**config.mk**
```make
export PLATFORM = sky130hd
export DESIGN_NAME = run_length_level_statistics_unit_flat
export DESIGN_NICKNAME = d
export VERILOG_FILES = /design/src/rlls_pkg.sv /design/src/rlls_in_if.sv /design/src/rlls_out_if.sv /design/src/run_length_level_statistics_unit.sv /design/src/rlls_front.sv /design/src/rlls_queue.sv /design/src/rlls_back.sv /design/src/flat_wrapper.sv
export SDC_FILE = /design/constraint.sdc
export NUM_CORES = 1
export LEC_CHECK = 0
export BUFFER_PORTS_ARGS = -buffer_cell sky130_fd_sc_hd__buf_2
export CORE_MARGIN = 1.5
export CORE_UTILIZATION = 61
export DETAILED_ROUTE_END_ITERATION = 10
export PLACE_DENSITY = 0.85
export SLEW_MARGIN = 15
export SYNTH_ARGS = -nofsm -noshare
export SYNTH_HDL_FRONTEND = slang
export SYNTH_SLANG_ARGS = --single-unit
```
**constraint.sdc**
```tcl
create_clock -name clk -period 38.7 [get_ports clk]
set_input_delay 7.74 -clock clk [delete_from_list [all_inputs] [get_ports clk]]
set_output_delay 7.74 -clock clk [all_outputs]
set_load 0.05 [all_outputs]
```
**src/rlls_pkg.sv**
```systemverilog
// Package for the run-length level statistics unit.
// Holds the counter widths, the window snapshot types and the saturating increment.
// No dependencies.
package rlls_pkg;

  localparam int COUNT_WIDTH = 16;
  localparam int OUT_W       = 16;
  localparam int WIN_W       = 16;
  localparam int MIN_W       = (COUNT_WIDTH > 16) ? COUNT_WIDTH : 16;
  localparam int QUEUE_DEPTH = 2;
  localparam int QPTR_W      = $clog2(QUEUE_DEPTH);
  localparam int DIV_CNT_W   = $clog2(COUNT_WIDTH);

  typedef logic [COUNT_WIDTH-1:0] count_t;
  typedef logic [MIN_W-1:0]       min_t;
  typedef logic [WIN_W-1:0]       win_t;
  typedef logic [OUT_W-1:0]       out_t;

  localparam count_t COUNT_MAX    = '1;
  localparam min_t   MIN_NONE     = MIN_W'(16'hffff);
  localparam win_t   WINDOW_RESET = WIN_W'(10000);

  typedef struct packed {
    min_t   min_run;
    count_t max_run;
    count_t samples;
    count_t runs;
  } level_stats_t;

  typedef struct packed {
    level_stats_t high;
    level_stats_t low;
  } snapshot_t;

  function automatic count_t sat_inc(count_t v);
    return (v == COUNT_MAX) ? v : v + count_t'(1);
  endfunction

endpackage

```
**src/rlls_in_if.sv**
```systemverilog
// Sample channel of the run-length level statistics unit.
// Depends on nothing.
interface rlls_in_if;
  logic valid;
  logic ready;
  logic sample_bit;

  modport source (output valid, output sample_bit, input ready);
  modport sink   (input valid, input sample_bit, output ready);
endinterface

```
**src/rlls_out_if.sv**
```systemverilog
// Report channel of the run-length level statistics unit.
// Depends on nothing.
interface rlls_out_if;
  logic        valid;
  logic        ready;
  logic [15:0] low_min_run;
  logic [15:0] low_max_run;
  logic [15:0] low_avg_run;
  logic [15:0] low_run_count;
  logic [15:0] high_min_run;
  logic [15:0] high_max_run;
  logic [15:0] high_avg_run;
  logic [15:0] high_run_count;

  modport source (output valid, output low_min_run, output low_max_run, output low_avg_run,
                  output low_run_count, output high_min_run, output high_max_run,
                  output high_avg_run, output high_run_count, input ready);
  modport sink   (input valid, input low_min_run, input low_max_run, input low_avg_run,
                  input low_run_count, input high_min_run, input high_max_run,
                  input high_avg_run, input high_run_count, output ready);
endinterface

```
**src/run_length_level_statistics_unit.sv**
```systemverilog
// Run-length level statistics unit: top level joining front end, snapshot queue and back end.
// Depends on rlls_pkg, rlls_in_if, rlls_out_if, rlls_front, rlls_queue and rlls_back.
//
// The unit takes one sampled line level per transfer on in_ch and accepts a sample every
// cycle while the queue has room; statistics are updated in the same cycle the sample is
// taken. After window_length samples (cfg_wdata written with cfg_we, reset 10000, zero
// meaning 65536) the front end pushes a snapshot of the window into a two-entry queue and
// restarts from a low level with no run. The back end pops a snapshot, forms both averages
// with one restoring divider step per level per cycle, then presents the report on out_ch
// until it is taken. The back end takes a new window only after the report of the last one
// has been taken, and in_ch drops ready only while the queue holds two unserved windows.
module run_length_level_statistics_unit (
  input  logic        clk,
  input  logic        rst_n,
  input  logic        cfg_we,
  input  logic [15:0] cfg_wdata,
  rlls_in_if.sink     in_ch,
  rlls_out_if.source  out_ch
);
  import rlls_pkg::*;

  // front end to queue
  logic      push_valid;
  logic      push_ready;
  snapshot_t push_data;
  // queue to back end
  logic      pop_valid;
  logic      pop_ready;
  snapshot_t pop_data;

  // classify samples and hold the running window
  rlls_front u_front (
    .clk        (clk),
    .rst_n      (rst_n),
    .cfg_we     (cfg_we),
    .cfg_wdata  (cfg_wdata),
    .in_ch      (in_ch),
    .push_valid (push_valid),
    .push_data  (push_data),
    .push_ready (push_ready)
  );

  // decouple the sample rate from the divider
  rlls_queue u_queue (
    .clk        (clk),
    .rst_n      (rst_n),
    .push_valid (push_valid),
    .push_data  (push_data),
    .push_ready (push_ready),
    .pop_valid  (pop_valid),
    .pop_data   (pop_data),
    .pop_ready  (pop_ready)
  );

  // divide and hold the report for transfer
  rlls_back u_back (
    .clk       (clk),
    .rst_n     (rst_n),
    .pop_valid (pop_valid),
    .pop_data  (pop_data),
    .pop_ready (pop_ready),
    .out_ch    (out_ch)
  );

endmodule

```
**src/rlls_front.sv**
```systemverilog
// Front end: takes samples, tracks runs and per-level statistics, emits a window snapshot.
// Depends on rlls_pkg and rlls_in_if.
module rlls_front (
  input  logic               clk,
  input  logic               rst_n,
  input  logic               cfg_we,
  input  logic [15:0]        cfg_wdata,
  rlls_in_if.sink            in_ch,
  output logic               push_valid,
  output rlls_pkg::snapshot_t push_data,
  input  logic               push_ready
);
  import rlls_pkg::*;

  win_t   window_length_r;
  win_t   pos_r;
  logic   prev_r;
  count_t run_r;
  min_t   min_r     [2];
  count_t max_r     [2];
  count_t samples_r [2];
  count_t runs_r    [2];

  min_t   min_nxt     [2];
  count_t max_nxt     [2];
  count_t samples_nxt [2];
  count_t runs_nxt    [2];
  count_t run_nxt;
  logic   cur;
  logic   change;
  logic   accept;
  logic   report;
  logic [WIN_W:0] seen;
  logic [WIN_W:0] limit;

  // a report needs queue space, so stall whenever the queue is full
  assign in_ch.ready = push_ready;
  assign accept      = in_ch.valid && in_ch.ready;
  assign cur         = in_ch.sample_bit;
  assign change      = (cur != prev_r);

  always_comb begin
    run_nxt = change ? count_t'(1) : sat_inc(run_r);
    for (int k = 0; k < 2; k++) begin
      min_nxt[k]     = min_r[k];
      max_nxt[k]     = max_r[k];
      samples_nxt[k] = samples_r[k];
      runs_nxt[k]    = runs_r[k];
      if (change && (prev_r == 1'(k))) begin
        if ((run_r != '0) && (MIN_W'(run_r) < min_r[k])) begin
          min_nxt[k] = MIN_W'(run_r);
        end
        if (run_r > max_r[k]) begin
          max_nxt[k] = run_r;
        end
        runs_nxt[k] = sat_inc(runs_r[k]);
      end
      if (cur == 1'(k)) begin
        samples_nxt[k] = sat_inc(samples_r[k]);
      end
    end
    seen   = {1'b0, pos_r} + (WIN_W+1)'(1);
    limit  = (window_length_r == '0) ? {1'b1, {WIN_W{1'b0}}} : {1'b0, window_length_r};
    report = (seen >= limit);
  end

  assign push_valid = accept && report;
  assign push_data.low  = '{min_run: min_nxt[0], max_run: max_nxt[0],
                            samples: samples_nxt[0], runs: runs_nxt[0]};
  assign push_data.high = '{min_run: min_nxt[1], max_run: max_nxt[1],
                            samples: samples_nxt[1], runs: runs_nxt[1]};

  always_ff @(posedge clk) begin
    if (!rst_n) begin
      window_length_r <= WINDOW_RESET;
    end else if (cfg_we) begin
      window_length_r <= cfg_wdata;
    end
  end

  always_ff @(posedge clk) begin
    if (!rst_n || (accept && report)) begin
      pos_r  <= '0;
      prev_r <= 1'b0;
      run_r  <= '0;
      for (int k = 0; k < 2; k++) begin
        min_r[k]     <= MIN_NONE;
        max_r[k]     <= '0;
        samples_r[k] <= '0;
        runs_r[k]    <= '0;
      end
    end else if (accept) begin
      pos_r  <= seen[WIN_W-1:0];
      prev_r <= cur;
      run_r  <= run_nxt;
      for (int k = 0; k < 2; k++) begin
        min_r[k]     <= min_nxt[k];
        max_r[k]     <= max_nxt[k];
        samples_r[k] <= samples_nxt[k];
        runs_r[k]    <= runs_nxt[k];
      end
    end
  end

`ifndef SYNTHESIS
  a_window_restart: assert property (@(posedge clk) disable iff (!rst_n)
    (accept && report) |=> (pos_r == '0 && prev_r == 1'b0 && run_r == '0))
    else $error("statistics not cleared after a report");
`endif

endmodule

```
**src/rlls_queue.sv**
```systemverilog
// Short snapshot queue between the front end and the divider back end.
// Depends on rlls_pkg.
module rlls_queue (
  input  logic                clk,
  input  logic                rst_n,
  input  logic                push_valid,
  input  rlls_pkg::snapshot_t push_data,
  output logic                push_ready,
  output logic                pop_valid,
  output rlls_pkg::snapshot_t pop_data,
  input  logic                pop_ready
);
  import rlls_pkg::*;

  snapshot_t           q_r [QUEUE_DEPTH];
  logic [QPTR_W-1:0]   wr_ptr_r;
  logic [QPTR_W-1:0]   rd_ptr_r;
  logic [QPTR_W:0]     count_r;
  logic                do_push;
  logic                do_pop;

  assign push_ready = (count_r != (QPTR_W+1)'(QUEUE_DEPTH));
  assign pop_valid  = (count_r != '0);
  assign pop_data   = q_r[rd_ptr_r];
  assign do_push    = push_valid && push_ready;
  assign do_pop     = pop_valid && pop_ready;

  always_ff @(posedge clk) begin
    if (do_push) begin
      q_r[wr_ptr_r] <= push_data;
    end
  end

  always_ff @(posedge clk) begin
    if (!rst_n) begin
      wr_ptr_r <= '0;
      rd_ptr_r <= '0;
      count_r  <= '0;
    end else begin
      if (do_push) begin
        wr_ptr_r <= wr_ptr_r + QPTR_W'(1);
      end
      if (do_pop) begin
        rd_ptr_r <= rd_ptr_r + QPTR_W'(1);
      end
      if (do_push && !do_pop) begin
        count_r <= count_r + (QPTR_W+1)'(1);
      end else if (do_pop && !do_push) begin
        count_r <= count_r - (QPTR_W+1)'(1);
      end
    end
  end

`ifndef SYNTHESIS
  a_no_overfill: assert property (@(posedge clk) disable iff (!rst_n)
    count_r <= (QPTR_W+1)'(QUEUE_DEPTH))
    else $error("snapshot queue overfilled");
  a_push_counts: assert property (@(posedge clk) disable iff (!rst_n)
    (do_push && !do_pop) |=> (count_r == $past(count_r) + (QPTR_W+1)'(1)))
    else $error("queue fill level lost a snapshot");
`endif

endmodule

```
**src/rlls_back.sv**
```systemverilog
// Back end: divides samples by runs for both levels, one quotient bit a cycle, and holds the report.
// Depends on rlls_pkg and rlls_out_if.
module rlls_back (
  input  logic                clk,
  input  logic                rst_n,
  input  logic                pop_valid,
  input  rlls_pkg::snapshot_t pop_data,
  output logic                pop_ready,
  rlls_out_if.source          out_ch
);
  import rlls_pkg::*;

  localparam logic [1:0] BK_IDLE = 2'd0;
  localparam logic [1:0] BK_DIV  = 2'd1;
  localparam logic [1:0] BK_OUT  = 2'd2;

  localparam logic [DIV_CNT_W-1:0] LAST_STEP = DIV_CNT_W'(COUNT_WIDTH - 1);

  logic [1:0]           state_r;
  logic [1:0]           state_nxt;
  logic [DIV_CNT_W-1:0] cnt_r;
  snapshot_t            snap_r;
  count_t               quo_r [2];
  count_t               rem_r [2];
  count_t               quo_nxt [2];
  count_t               rem_nxt [2];
  count_t               divisor [2];
  logic [COUNT_WIDTH:0] trial [2];
  logic                 do_pop;

  assign pop_ready  = (state_r == BK_IDLE);
  assign do_pop     = pop_valid && pop_ready;
  assign divisor[0] = snap_r.low.runs;
  assign divisor[1] = snap_r.high.runs;

  // one restoring step per lane
  always_comb begin
    for (int k = 0; k < 2; k++) begin
      trial[k] = {rem_r[k], quo_r[k][COUNT_WIDTH-1]};
      if (trial[k] >= {1'b0, divisor[k]}) begin
        rem_nxt[k] = COUNT_WIDTH'(trial[k] - {1'b0, divisor[k]});
        quo_nxt[k] = {quo_r[k][COUNT_WIDTH-2:0], 1'b1};
      end else begin
        rem_nxt[k] = trial[k][COUNT_WIDTH-1:0];
        quo_nxt[k] = {quo_r[k][COUNT_WIDTH-2:0], 1'b0};
      end
    end
  end

  always_comb begin
    state_nxt = state_r;
    case (state_r)
      BK_IDLE: if (pop_valid) state_nxt = BK_DIV;
      BK_DIV:  if (cnt_r == LAST_STEP) state_nxt = BK_OUT;
      BK_OUT:  if (out_ch.ready) state_nxt = BK_IDLE;
      default: state_nxt = BK_IDLE;
    endcase
  end

  always_ff @(posedge clk) begin
    if (!rst_n) begin
      state_r <= BK_IDLE;
      cnt_r   <= '0;
    end else begin
      state_r <= state_nxt;
      if (do_pop) begin
        cnt_r <= '0;
      end else if (state_r == BK_DIV) begin
        cnt_r <= cnt_r + DIV_CNT_W'(1);
      end
    end
  end

  always_ff @(posedge clk) begin
    if (do_pop) begin
      snap_r   <= pop_data;
      quo_r[0] <= pop_data.low.samples;
      quo_r[1] <= pop_data.high.samples;
      rem_r[0] <= '0;
      rem_r[1] <= '0;
    end else if (state_r == BK_DIV) begin
      quo_r <= quo_nxt;
      rem_r <= rem_nxt;
    end
  end

  assign out_ch.valid          = (state_r == BK_OUT);
  assign out_ch.low_min_run    = OUT_W'(snap_r.low.min_run);
  assign out_ch.low_max_run    = OUT_W'(snap_r.low.max_run);
  assign out_ch.low_avg_run    = (divisor[0] == '0) ? '0 : OUT_W'(quo_r[0]);
  assign out_ch.low_run_count  = OUT_W'(snap_r.low.runs);
  assign out_ch.high_min_run   = OUT_W'(snap_r.high.min_run);
  assign out_ch.high_max_run   = OUT_W'(snap_r.high.max_run);
  assign out_ch.high_avg_run   = (divisor[1] == '0) ? '0 : OUT_W'(quo_r[1]);
  assign out_ch.high_run_count = OUT_W'(snap_r.high.runs);

`ifndef SYNTHESIS
  a_pop_starts_div: assert property (@(posedge clk) disable iff (!rst_n)
    do_pop |=> (state_r == BK_DIV && cnt_r == '0))
    else $error("snapshot taken without starting the division");
  a_report_after_div: assert property (@(posedge clk) disable iff (!rst_n)
    $rose(out_ch.valid) |-> ($past(state_r) == BK_DIV && $past(cnt_r) == LAST_STEP))
    else $error("report shown before the division finished");
`endif

endmodule
```
**src/flat_wrapper.sv**
```systemverilog
// flat-port wrapper written by rule: the top's interface ports become plain ports
module run_length_level_statistics_unit_flat import rlls_pkg::*;
  (clk, rst_n, cfg_we, cfg_wdata, in_ch_valid, in_ch_sample_bit, in_ch_ready, out_ch_valid, out_ch_low_min_run, out_ch_low_max_run, out_ch_low_avg_run, out_ch_low_run_count, out_ch_high_min_run, out_ch_high_max_run, out_ch_high_avg_run, out_ch_high_run_count, out_ch_ready);
  rlls_in_if in_ch_i ();
  rlls_out_if out_ch_i ();
  input  logic clk;
  input  logic rst_n;
  input  logic cfg_we;
  input  logic [15:0] cfg_wdata;
  input wire logic [$bits(in_ch_i.valid)-1:0] in_ch_valid;
  input wire logic [$bits(in_ch_i.sample_bit)-1:0] in_ch_sample_bit;
  output wire logic [$bits(in_ch_i.ready)-1:0] in_ch_ready;
  output wire logic [$bits(out_ch_i.valid)-1:0] out_ch_valid;
  output wire logic [$bits(out_ch_i.low_min_run)-1:0] out_ch_low_min_run;
  output wire logic [$bits(out_ch_i.low_max_run)-1:0] out_ch_low_max_run;
  output wire logic [$bits(out_ch_i.low_avg_run)-1:0] out_ch_low_avg_run;
  output wire logic [$bits(out_ch_i.low_run_count)-1:0] out_ch_low_run_count;
  output wire logic [$bits(out_ch_i.high_min_run)-1:0] out_ch_high_min_run;
  output wire logic [$bits(out_ch_i.high_max_run)-1:0] out_ch_high_max_run;
  output wire logic [$bits(out_ch_i.high_avg_run)-1:0] out_ch_high_avg_run;
  output wire logic [$bits(out_ch_i.high_run_count)-1:0] out_ch_high_run_count;
  input wire logic [$bits(out_ch_i.ready)-1:0] out_ch_ready;
  assign in_ch_i.valid = in_ch_valid;
  assign in_ch_i.sample_bit = in_ch_sample_bit;
  assign in_ch_ready = in_ch_i.ready;
  assign out_ch_valid = out_ch_i.valid;
  assign out_ch_low_min_run = out_ch_i.low_min_run;
  assign out_ch_low_max_run = out_ch_i.low_max_run;
  assign out_ch_low_avg_run = out_ch_i.low_avg_run;
  assign out_ch_low_run_count = out_ch_i.low_run_count;
  assign out_ch_high_min_run = out_ch_i.high_min_run;
  assign out_ch_high_max_run = out_ch_i.high_max_run;
  assign out_ch_high_avg_run = out_ch_i.high_avg_run;
  assign out_ch_high_run_count = out_ch_i.high_run_count;
  assign out_ch_i.ready = out_ch_ready;
  run_length_level_statistics_unit u_core (.clk(clk), .rst_n(rst_n), .cfg_we(cfg_we), .cfg_wdata(cfg_wdata), .in_ch(in_ch_i), .out_ch(out_ch_i));
endmodule
```
# == After elaboration in Yosys (flattened, before gate mapping) ==
# Memory sizes are Yosys's and may differ from the RTL's. A register that Yosys moved wholly into a read port is not among the register bits.
# Cells that the tools add are included.
# classes
addsub,13
order_cmp,7
n_eq_ne,14
muxes,50
n_bitwise,10
n_reduce_logical,25
# op_table
cell,n
$mux W16,30
$add A16 B1 Y16 const B,5
$eq A16 B16 Y1 const B,5
$mux W32,2
$logic_not A16 Y1,3
$ge A17 B16 Y1,2
$gt A16 B16 Y1,2
$lt A16 B16 Y1,2
$sub A16 B16 Y16,2
$add A16 B1 Y17 const B,1
$ge A17 B17 Y1,1
$mux W17,1
$reduce_bool A16 Y1,1
$mux W1,11
$logic_and A1 B1 Y1,10
$mux W2,5
$ne A2 B2 Y1 const B,4
$or A1 B1 Y1,8
$pmux W2 S3,1
$reduce_bool A2 Y1,3
$add A4 B1 Y4 const B,1
$eq A4 B4 Y1 const B,1
$logic_not A1 Y1,3
$reduce_and A3 Y1,1
12 further kinds,14
# word_totals
ff_bits,219
ramBits,384
inputBits,22
wordCells,143
n_memories,5
# mem_list
name,depth,width,rd,rd_ports_with_merged_regs,wr,line_no,rtl
u_core.u_queue.q_r,2,128,1,1,1,rlls_queue.sv:15,snapshot_t q_r [QUEUE_DEPTH];
u_core.u_front.max_r,2,16,2,0,2,rlls_front.sv:20,count_t max_r [2];
u_core.u_front.min_r,2,16,2,0,2,rlls_front.sv:19,min_t min_r [2];
u_core.u_front.runs_r,2,16,2,0,2,rlls_front.sv:22,count_t runs_r [2];
u_core.u_front.samples_r,2,16,2,0,2,rlls_front.sv:21,count_t samples_r [2];

# == Logic depth before layout (Yosys ltp) ==
# Gate-level depths: netlist of run 1.
# depth
depth_word,9
depth_mapped,17
mapped_depth_nobuf,16

# == Cells and area by module ==
# Synthesis of run 1 repeated with hierarchy kept, for this count alone.
# unflattened
hier_cells,2324
hier_area_um2,28939.0
# modules_own_cells
mod,n_inst,cells_each,area_per_inst_um2,seq_area_each_um2
rlls_front,1,1178,11442.2,4824.6
rlls_queue,1,422,9514.1,7787.5
rlls_back,1,724,7982.7,4604.4

# == Least setup slack after synthesis of run 1 ==
# Ideal clock, no wire load.
# synth_timing
path_type,input to register
from,input in_ch_valid
to,register u_core.u_queue.wr_ptr_r
t_arrival_ns,17.619
t_required_ns,38.602
setup_slack_ns,20.983
path_stages,4
path_buffers,1
path_cell_list,nand2_1 -> clkbuf_1 -> nor3_1 -> o21a_1
# synth_via
elab_chain_cells,3
# synth_rtl
item,line_no,rtl
"start, declared",flat_wrapper.sv:10,input wire logic [$bits(in_ch_i.valid)-1:0] in_ch_valid;
$logic_and A1 B1 Y1,rlls_front.sv:38,assign accept = in_ch.valid && in_ch.ready;
$logic_and A1 B1 Y1,rlls_front.sv:67,assign push_valid = accept && report;
$logic_and A1 B1 Y1,rlls_queue.sv:25,assign do_push = push_valid && push_ready;
"end signal, assigned",rlls_queue.sv:41,wr_ptr_r <= wr_ptr_r + QPTR_W'(1);
"end, declared",rlls_queue.sv:16,logic [QPTR_W-1:0] wr_ptr_r;
# No other way between the ends.
# A chain may end at the register's enable or synchronous reset.

# == Worst setup path after layout of run 1 ==
# layout_timing
from,register u_core.u_back.snap_r (netlist bit u_core.u_back.out_ch.low_run_count[11])
to,output out_ch_low_avg_run[6]
# layout_via
elab_chain_cells,2
# layout_rtl
item,line_no,rtl
"start, declared",rlls_back.sv:22,snapshot_t snap_r;
"start signal, assigned",rlls_back.sv:76,snap_r <= pop_data;
$logic_not A16 Y1,rlls_back.sv:90,assign out_ch.low_avg_run = (divisor[0] == '0) ? '0 : OUT_W'(quo_r[0]);
$mux W16,rlls_back.sv:90,
"end, declared",flat_wrapper.sv:16,output wire logic [$bits(out_ch_i.low_avg_run)-1:0] out_ch_low_avg_run;
# No other way between the ends.

==> results of run 1 <==
stage by stage:
| step | worst slack, ns | utilization, % | power [mW] | cells | area [um^2] |
|---|---|---|---|---|---|
| 2_1_floorplan | 20.98 | - | 1.50 | 2224 | 28300 |
| 3_3_place_gp | 27.74 | 64.9 | 1.66 | 2896 | 29600 |
| 3_5_place_dp | 27.61 | 64.9 | 1.69 | 2896 | 29600 |
| 4_1_cts | 28.01 | 69.3 | 2.28 | 3003 | 31600 |
| 5_1_grt | 27.96 | 69.3 | 2.38 | 3003 | 31600 |
| 6_report | 28.04 | 69.3 | 2.28 | 3003 | 31600 |
registers in the layout, summed over array words and instances, names as in the netlist, 2 cells and up, named ones only:
name	count
u_core.u_back.cnt_r	4
u_core.u_back.out_ch.high_max_run	16
u_core.u_back.out_ch.high_min_run	16
u_core.u_back.out_ch.high_run_count	16
u_core.u_back.out_ch.low_max_run	16
u_core.u_back.out_ch.low_min_run	16
u_core.u_back.out_ch.low_run_count	16
u_core.u_back.quo_r	32
u_core.u_back.rem_r	32
u_core.u_back.state_r	2
u_core.u_front.max_r	32
u_core.u_front.min_r	32
u_core.u_front.pos_r	16
u_core.u_front.run_r	16
u_core.u_front.runs_r	32
u_core.u_front.samples_r	32
u_core.u_front.window_length_r	16
u_core.u_queue.count_r	2
u_core.u_queue.q_r	256
worst register-to-register path: stages, from the launching register on:
cell and delay [ns]:
dfxtp_1 0.42, ha_1 0.29, and4_1 0.28, and3_1 0.24, and3_1 0.31, nand3_1 0.19
xnor2_1 0.17, ha_1 0.30, nand4_1 0.14, nor4_1 0.31, a221oi_1 0.17, and2_1 0.33
nor3_2 0.63, buf_4 0.91, buf_4 0.76
Yosys cell counts (5+ instances only):
cell type / instances
edfxtp_1: 512
nand2_1: 165
and2_1: 136
mux2_2: 136
inv_1: 132
ha_1: 122
dfxtp_1: 92
o21ai_0: 89
a21oi_1: 74
mux2i_1: 72
nor2_1: 69
clkbuf_1: 62
xnor2_1: 60
nand3_1: 56
nand2b_1: 46
nand4_1: 45
xor2_1: 38
nor2b_1: 29
and3_1: 25
a21o_1: 20
nor4_1: 19
nor3_1: 18
a22o_1: 15
a21boi_0: 12
or3_1: 12
and4_1: 11
buf_2: 11
a31oi_1: 10
o211ai_1: 10
o31ai_1: 9
buf_1: 8
o21a_1: 8
a32oi_1: 7
a211oi_1: 6
mux2_4: 6
o311ai_0: 6
or2_2: 5
cell type report:
cell class / count / area (um^2)
flip-flops and latches: 604 / 17200
clock buffers: 67 / 1510
clock inverters: 40 / 492
inverters: 132 / 498
fillers: 2985 / 14000
repair buffers: 163 / 846
multi-input cells: 1397 / 10300
well taps: 600 / 751
where the power goes:
part / total (mW) / internal [mW] / leakage [nW] / switching (mW)
combinational: 0.736 / 0.213 / 5.55 / 0.523
sequential: 0.948 / 0.867 / 5.55 / 0.0810
clock: 0.592 / 0.347 / 0.961 / 0.245
per-layer routing:
layer	vias to the layer above	GRT usage, %	share of wire (%)	wire length [um]
li1	8400	-	-	-
met2	593	43.2	50	29900
met5	-	0	0.022	13
met3	141	3.62	5.2	3130
met4	2	9.29	3.3	1960
met1	8941	33.2	42	25000
cells by family after synthesis:
family                     Yosys count  share of synthesized area [%]
buffers and inverters              223                           3.20
AOI/OAI and AO/OA                  315                           7.21
xor gates and xnor gates            98                           3.03
and+or+nand+nor                    646                           12.0
adders and majority gates          124                           5.53
muxes                              214                           8.26
DFF                                604                           60.7
how the worst max path moves through the flow:
stage | slack (ns) | startpoint | cells past startpoint | to
floorplan | 20.98 | in_ch_valid | 4 | u_core.u_queue.wr_ptr_r
global placement | 27.74 | in_ch_valid | 5 | u_core.u_queue.q_r[0][110]
detailed placement | 27.61 | in_ch_valid | 5 | u_core.u_queue.q_r[0][110]
CTS | 28.01 | u_core.u_back.out_ch.low_run_count[11] | 4 | out_ch_low_avg_run[6]
global route | 27.96 | in_ch_valid | 5 | u_core.u_queue.q_r[0][124]
finish | 28.04 | u_core.u_back.out_ch.low_run_count[11] | 4 | out_ch_low_avg_run[6]
==> results.toml, run 1 <==
[status]
status = "finished, final reports clean"

[logic_synthesis]
seq_area_frac_synth_pct = 60.7
syn_inst = 2224
synthTopCellsByArea = "edfxtp_1, dfxtp_1, mux2_2"
synth-main-ff-cell = "edfxtp_1"
synthArstFlopShare_pct = 0
synth_top_area_share_pct = 54.2
ys_seq_elements = 604
synth_edf_count = 512
syn_avg_cell_area_um2 = 12.7
synth_cell_types = 70
synth_nets = 2370
ys_warn_count = 0
syn-cell-area_um2 = 28300
yosys.area.top_type = "edfxtp_1"

[global_route]
grt_pass1_vias = 17990
grt.overflow.total = 0
grt_max_degree = 94
antenna_found_initial = 2
grt_use_total_pct = 25.4
grt_pass1_wl_mm = 95.4

[sta]
worst_pin_slew_ns = 1.11
setup_violations = 0
min_period_ns = 10.66
worst_hold_slack_ns = 0.469
rsz0062_at_grt = "no"
finalCritPeriodShare_pct = 27.5
slew_headroom_pct = 26.1
drv_slew = 0
hold_violations = 0
finClkSkew_ns = 0.0296
fin_setup_tns_ns = 0
clock.fmax_mhz = 93.8

[finish]
area_growth_pct = 11.4
nNetsFinal = 2502
num_antenna_cells = 0
drive_gt1_share_pct = 17.7
final_common_cell = "edfxtp_1"
final_cell_mix = "edfxtp_1, nand2_1, buf_2"

[routing]
vias = 18077
post_drt_wl_per_cell_um = 20.0
drtPass1Iterations = 7
ant_nets = 0
drc = 0
viasPerCell = 6.02
drt_iter0_markers = 1799
routed_wl_mm = 60.0

[placement]
io_buffers = 151
dp_hpwl_mm = 39.1
finalWeightedCongestion = 0.889

[worst_hold_path]
min_to = "u_core.u_back.rem_r[9]"
min_path_type = "register to register"
hp-start = "u_core.u_back.rem_r[9]"
whs_path_depth = 2

[cts]
cts-root-buf = "clkbuf_16"
postCtsSetupBuffers = 0
clk_pin_slew_ns = 0.06
cts.path.max_buffers = 3
cts_resized = 0
tritoncts = "done"
clock_latency_ns = 0.61
cts_hold_buf = 0
clock-sinks = 604
numCtsBuffers = 58
htree_levels = 2

[critical_path]
end_kind = "primary output"
cp_num_buf_inv = 1
r2r_end = "u_core.u_queue.q_r[0][124]"
arrival_ns = 2.92
crit_family = "simple AND/OR/NAND/NOR gates"
rr_startpoint = "u_core.u_front.pos_r[0]"
critPathMaxStageDelay_ns = 0.72
setup.worst_path.class = "register to primary output"
worstPathRequired_ns = 30.96
start_kind = "register"
crit_chain = "nor4_1 > nand4_1 > and2_1 > buf_2"
crit_fanout = 16
regToRegSetupSlack_ns = 32.84
ff2ff_path_depth = 14
critPathSlowestCell = "nand4_1"

[power_and_ir_drop]
ir_drop_mv = 0.0646
p_per_area_nw_per_um2 = 72.1
leakagePower_nw = 12.1

[floorplan]
die_area_um2 = 47800
rows = 78
die_x_um = 219
start_util_pct = 62.2
design.core.area_um2 = 45600
ios = 152
die_height_um = 219

[job]
maxCapViolCount = 0
Note: power is estimated with default switching activity, not from simulation.
==> inputs of run 2 (changes only) <==
--- a/config.mk
+++ b/config.mk
@@ -7,9 +7,9 @@
 export LEC_CHECK = 0
 export BUFFER_PORTS_ARGS = -buffer_cell sky130_fd_sc_hd__buf_2
 export CORE_MARGIN = 1.5
-export CORE_UTILIZATION = 61
+export CORE_UTILIZATION = 56
 export DETAILED_ROUTE_END_ITERATION = 10
-export PLACE_DENSITY = 0.85
+export PLACE_DENSITY = 0.82
 export SLEW_MARGIN = 15
 export SYNTH_ARGS = -nofsm -noshare
 export SYNTH_HDL_FRONTEND = slang
==> constraint.sdc (replaced) <==
create_clock -name clk -period 9.65 [get_ports clk]
set_input_delay 1.93 -clock clk [delete_from_list [all_inputs] [get_ports clk]]
set_output_delay 1.93 -clock clk [all_outputs]
set_load 0.05 [all_outputs]
==> run 2 against run 1 <==
  * Sequential power increased to 4.0 times the previous value
  * Final cell count increased by 2.5%
  * Via count decreased by 2.4%
  * Register-to-register slack got worse by 29 ns
  * Critical path depth increased by 9
  * Clock power increased to 3.9 times the previous value
==> results.toml, run 2 (synthesis gave the netlist of run 1 again) <==
[placement]
io_buffers = 151
placedCellCount = 2973
dp_hpwl_mm = 38.8
finalWeightedCongestion = 0.905

[finish]
nNetsFinal = 2507
multi_input_comb_area_um2 = 10300
fin_cells = 3078
drive_gt1_share_pct = 17.5
seq_area_um2 = 17200
largest_register_ffs = 256
final_common_cell = "edfxtp_1"
regMostFlops = "u_core.u_queue.q_r"
num_antenna_cells = 0
fillers = 3722
final_cell_mix = "edfxtp_1, nand2_1, buf_2"
area_growth_pct = 11.6

[routing]
viasPerCell = 5.73
ant_nets = 0
routed_wl_mm = 59.1
post_drt_wl_per_cell_um = 19.2
drt_iter0_markers = 1459
drtPass1Iterations = 5
vias = 17651
drc = 0

[status]
status = "finished, final reports clean"

[global_route]
grt_pass1_wl_mm = 94.4
grt_use_total_pct = 22.6
antenna_found_initial = 0
grt_max_degree = 97
grt.overflow.total = 0
grt_pass1_vias = 17767

[cts]
postCtsSetupBuffers = 0
cts-root-buf = "clkbuf_16"
numCtsBuffers = 58
cts.path.max_buffers = 3
htree_levels = 2
clk_pin_slew_ns = 0.06
clock-sinks = 604
clock_latency_ns = 0.61
tritoncts = "done"
cts_resized = 0
cts_hold_buf = 0

[critical_path]
setup.worst_path.class = "register to register"
crit_fanout = 68
worstPathRequired_ns = 9.88
critPathLaunch = "u_core.u_front.pos_r[0]"
arrival_ns = 5.58
rr_startpoint = "u_core.u_front.pos_r[0]"
start_kind = "register"
ff2ff_path_depth = 13
end_kind = "register"

[power_and_ir_drop]
p_per_area_nw_per_um2 = 285
leakagePower_nw = 12.1
total_power_mw = 9.01
ir_drop_mv = 0.281

[sta]
setup_violations = 0
fin_setup_tns_ns = 0
hold_violations = 0
finClkSkew_ns = 0.0194
drv_slew = 0
slew_headroom_pct = 21.8
min_period_ns = 5.36
worst_pin_slew_ns = 1.17
clock.fmax_mhz = 187
finalCritPeriodShare_pct = 55.5
worst_hold_slack_ns = 0.484
rsz0062_at_grt = "no"

[floorplan]
design.core.area_um2 = 50100
start_util_pct = 56.6
die_x_um = 228
die_area_um2 = 52000
rows = 82
die_height_um = 228
ios = 152

[worst_hold_path]
hp-start = "u_core.u_back.rem_r[3]"
whs_path_depth = 2
min_path_type = "register to register"

[job]
maxCapViolCount = 0
-- run 2: cell count changes in the layout (fill, tap and decap cells not counted), moves of 2 or more --
| cell | delta |
|---|---|
| buf_4 | +5 |
| clkinvlp_4 | -5 |
| clkbuf_1 | +4 |
| inv_6 | -4 |
| bufinv_16 | -3 |
| clkbuf_8 | +2 |
| clkinv_1 | +2 |
-- run 2: final timing paths --
kind                                                   end  slack [ns]
worst max-delay path            u_core.u_queue.q_r[1][109]        4.29
worst min-delay path                u_core.u_back.rem_r[3]        0.48
worst max register to register  u_core.u_queue.q_r[1][109]        4.29
worst min register to register      u_core.u_back.rem_r[3]        0.48
-- run 2: power by group --
group | leakage (nW) | total, mW | internal, mW | switching [mW]
clock network | 0.935 | 2.28 | 1.33 | 0.957
logic | 5.57 | 2.92 | 0.853 | 2.07
registers | 5.56 | 3.80 | 3.48 | 0.322
total | 12.1 | 9.01 | 5.65 | 3.35
-- run 2: final cells by class --
cell class | instances | share of cell area (%)
sequential | 604 | 54.4
inverter | 132 | 1.57
multi-input combinational | 1397 | 32.5
tap | 672 | 2.66
clock buffer | 73 | 4.90
timing repair buffer | 168 | 2.79
clock inverter | 32 | 1.16
-- run 2: critical path: stages (launching register included) --
cell      delay (ns)
dfxtp_1         0.41
ha_1            0.27
and4_1          0.27
and3_1          0.25
and3_1          0.27
nand3_1         0.16
xnor2_1         0.18
ha_1            0.31
nand4_1         0.13
nor4_1          0.32
a221oi_1        0.19
nand2_1         0.42
and3_4          0.83
buf_4           0.87
-- run 2: stage by stage --
stage / utilization [%] / instance area, um^2 / worst slack [ns]
after floorplan: - / 28400 / 1.46
after global placement: 59.3 / 29700 / 4.48
after detailed placement: 59.3 / 29700 / 4.28
after CTS: 63.2 / 31600 / 4.27
after global routing: 63.2 / 31600 / 3.90
final: 63.2 / 31600 / 4.29
-- run 2: metal layers --
layer	GRT usage [%]	vias to the layer above	part of all wire, %	wire length, um
li1	-	8414	-	-
met2	38.6	495	50	29300
met1	29.9	8633	43	25200
met5	0	-	0	0
met3	2.93	109	5.1	3040
met4	7.91	0	2.8	1630
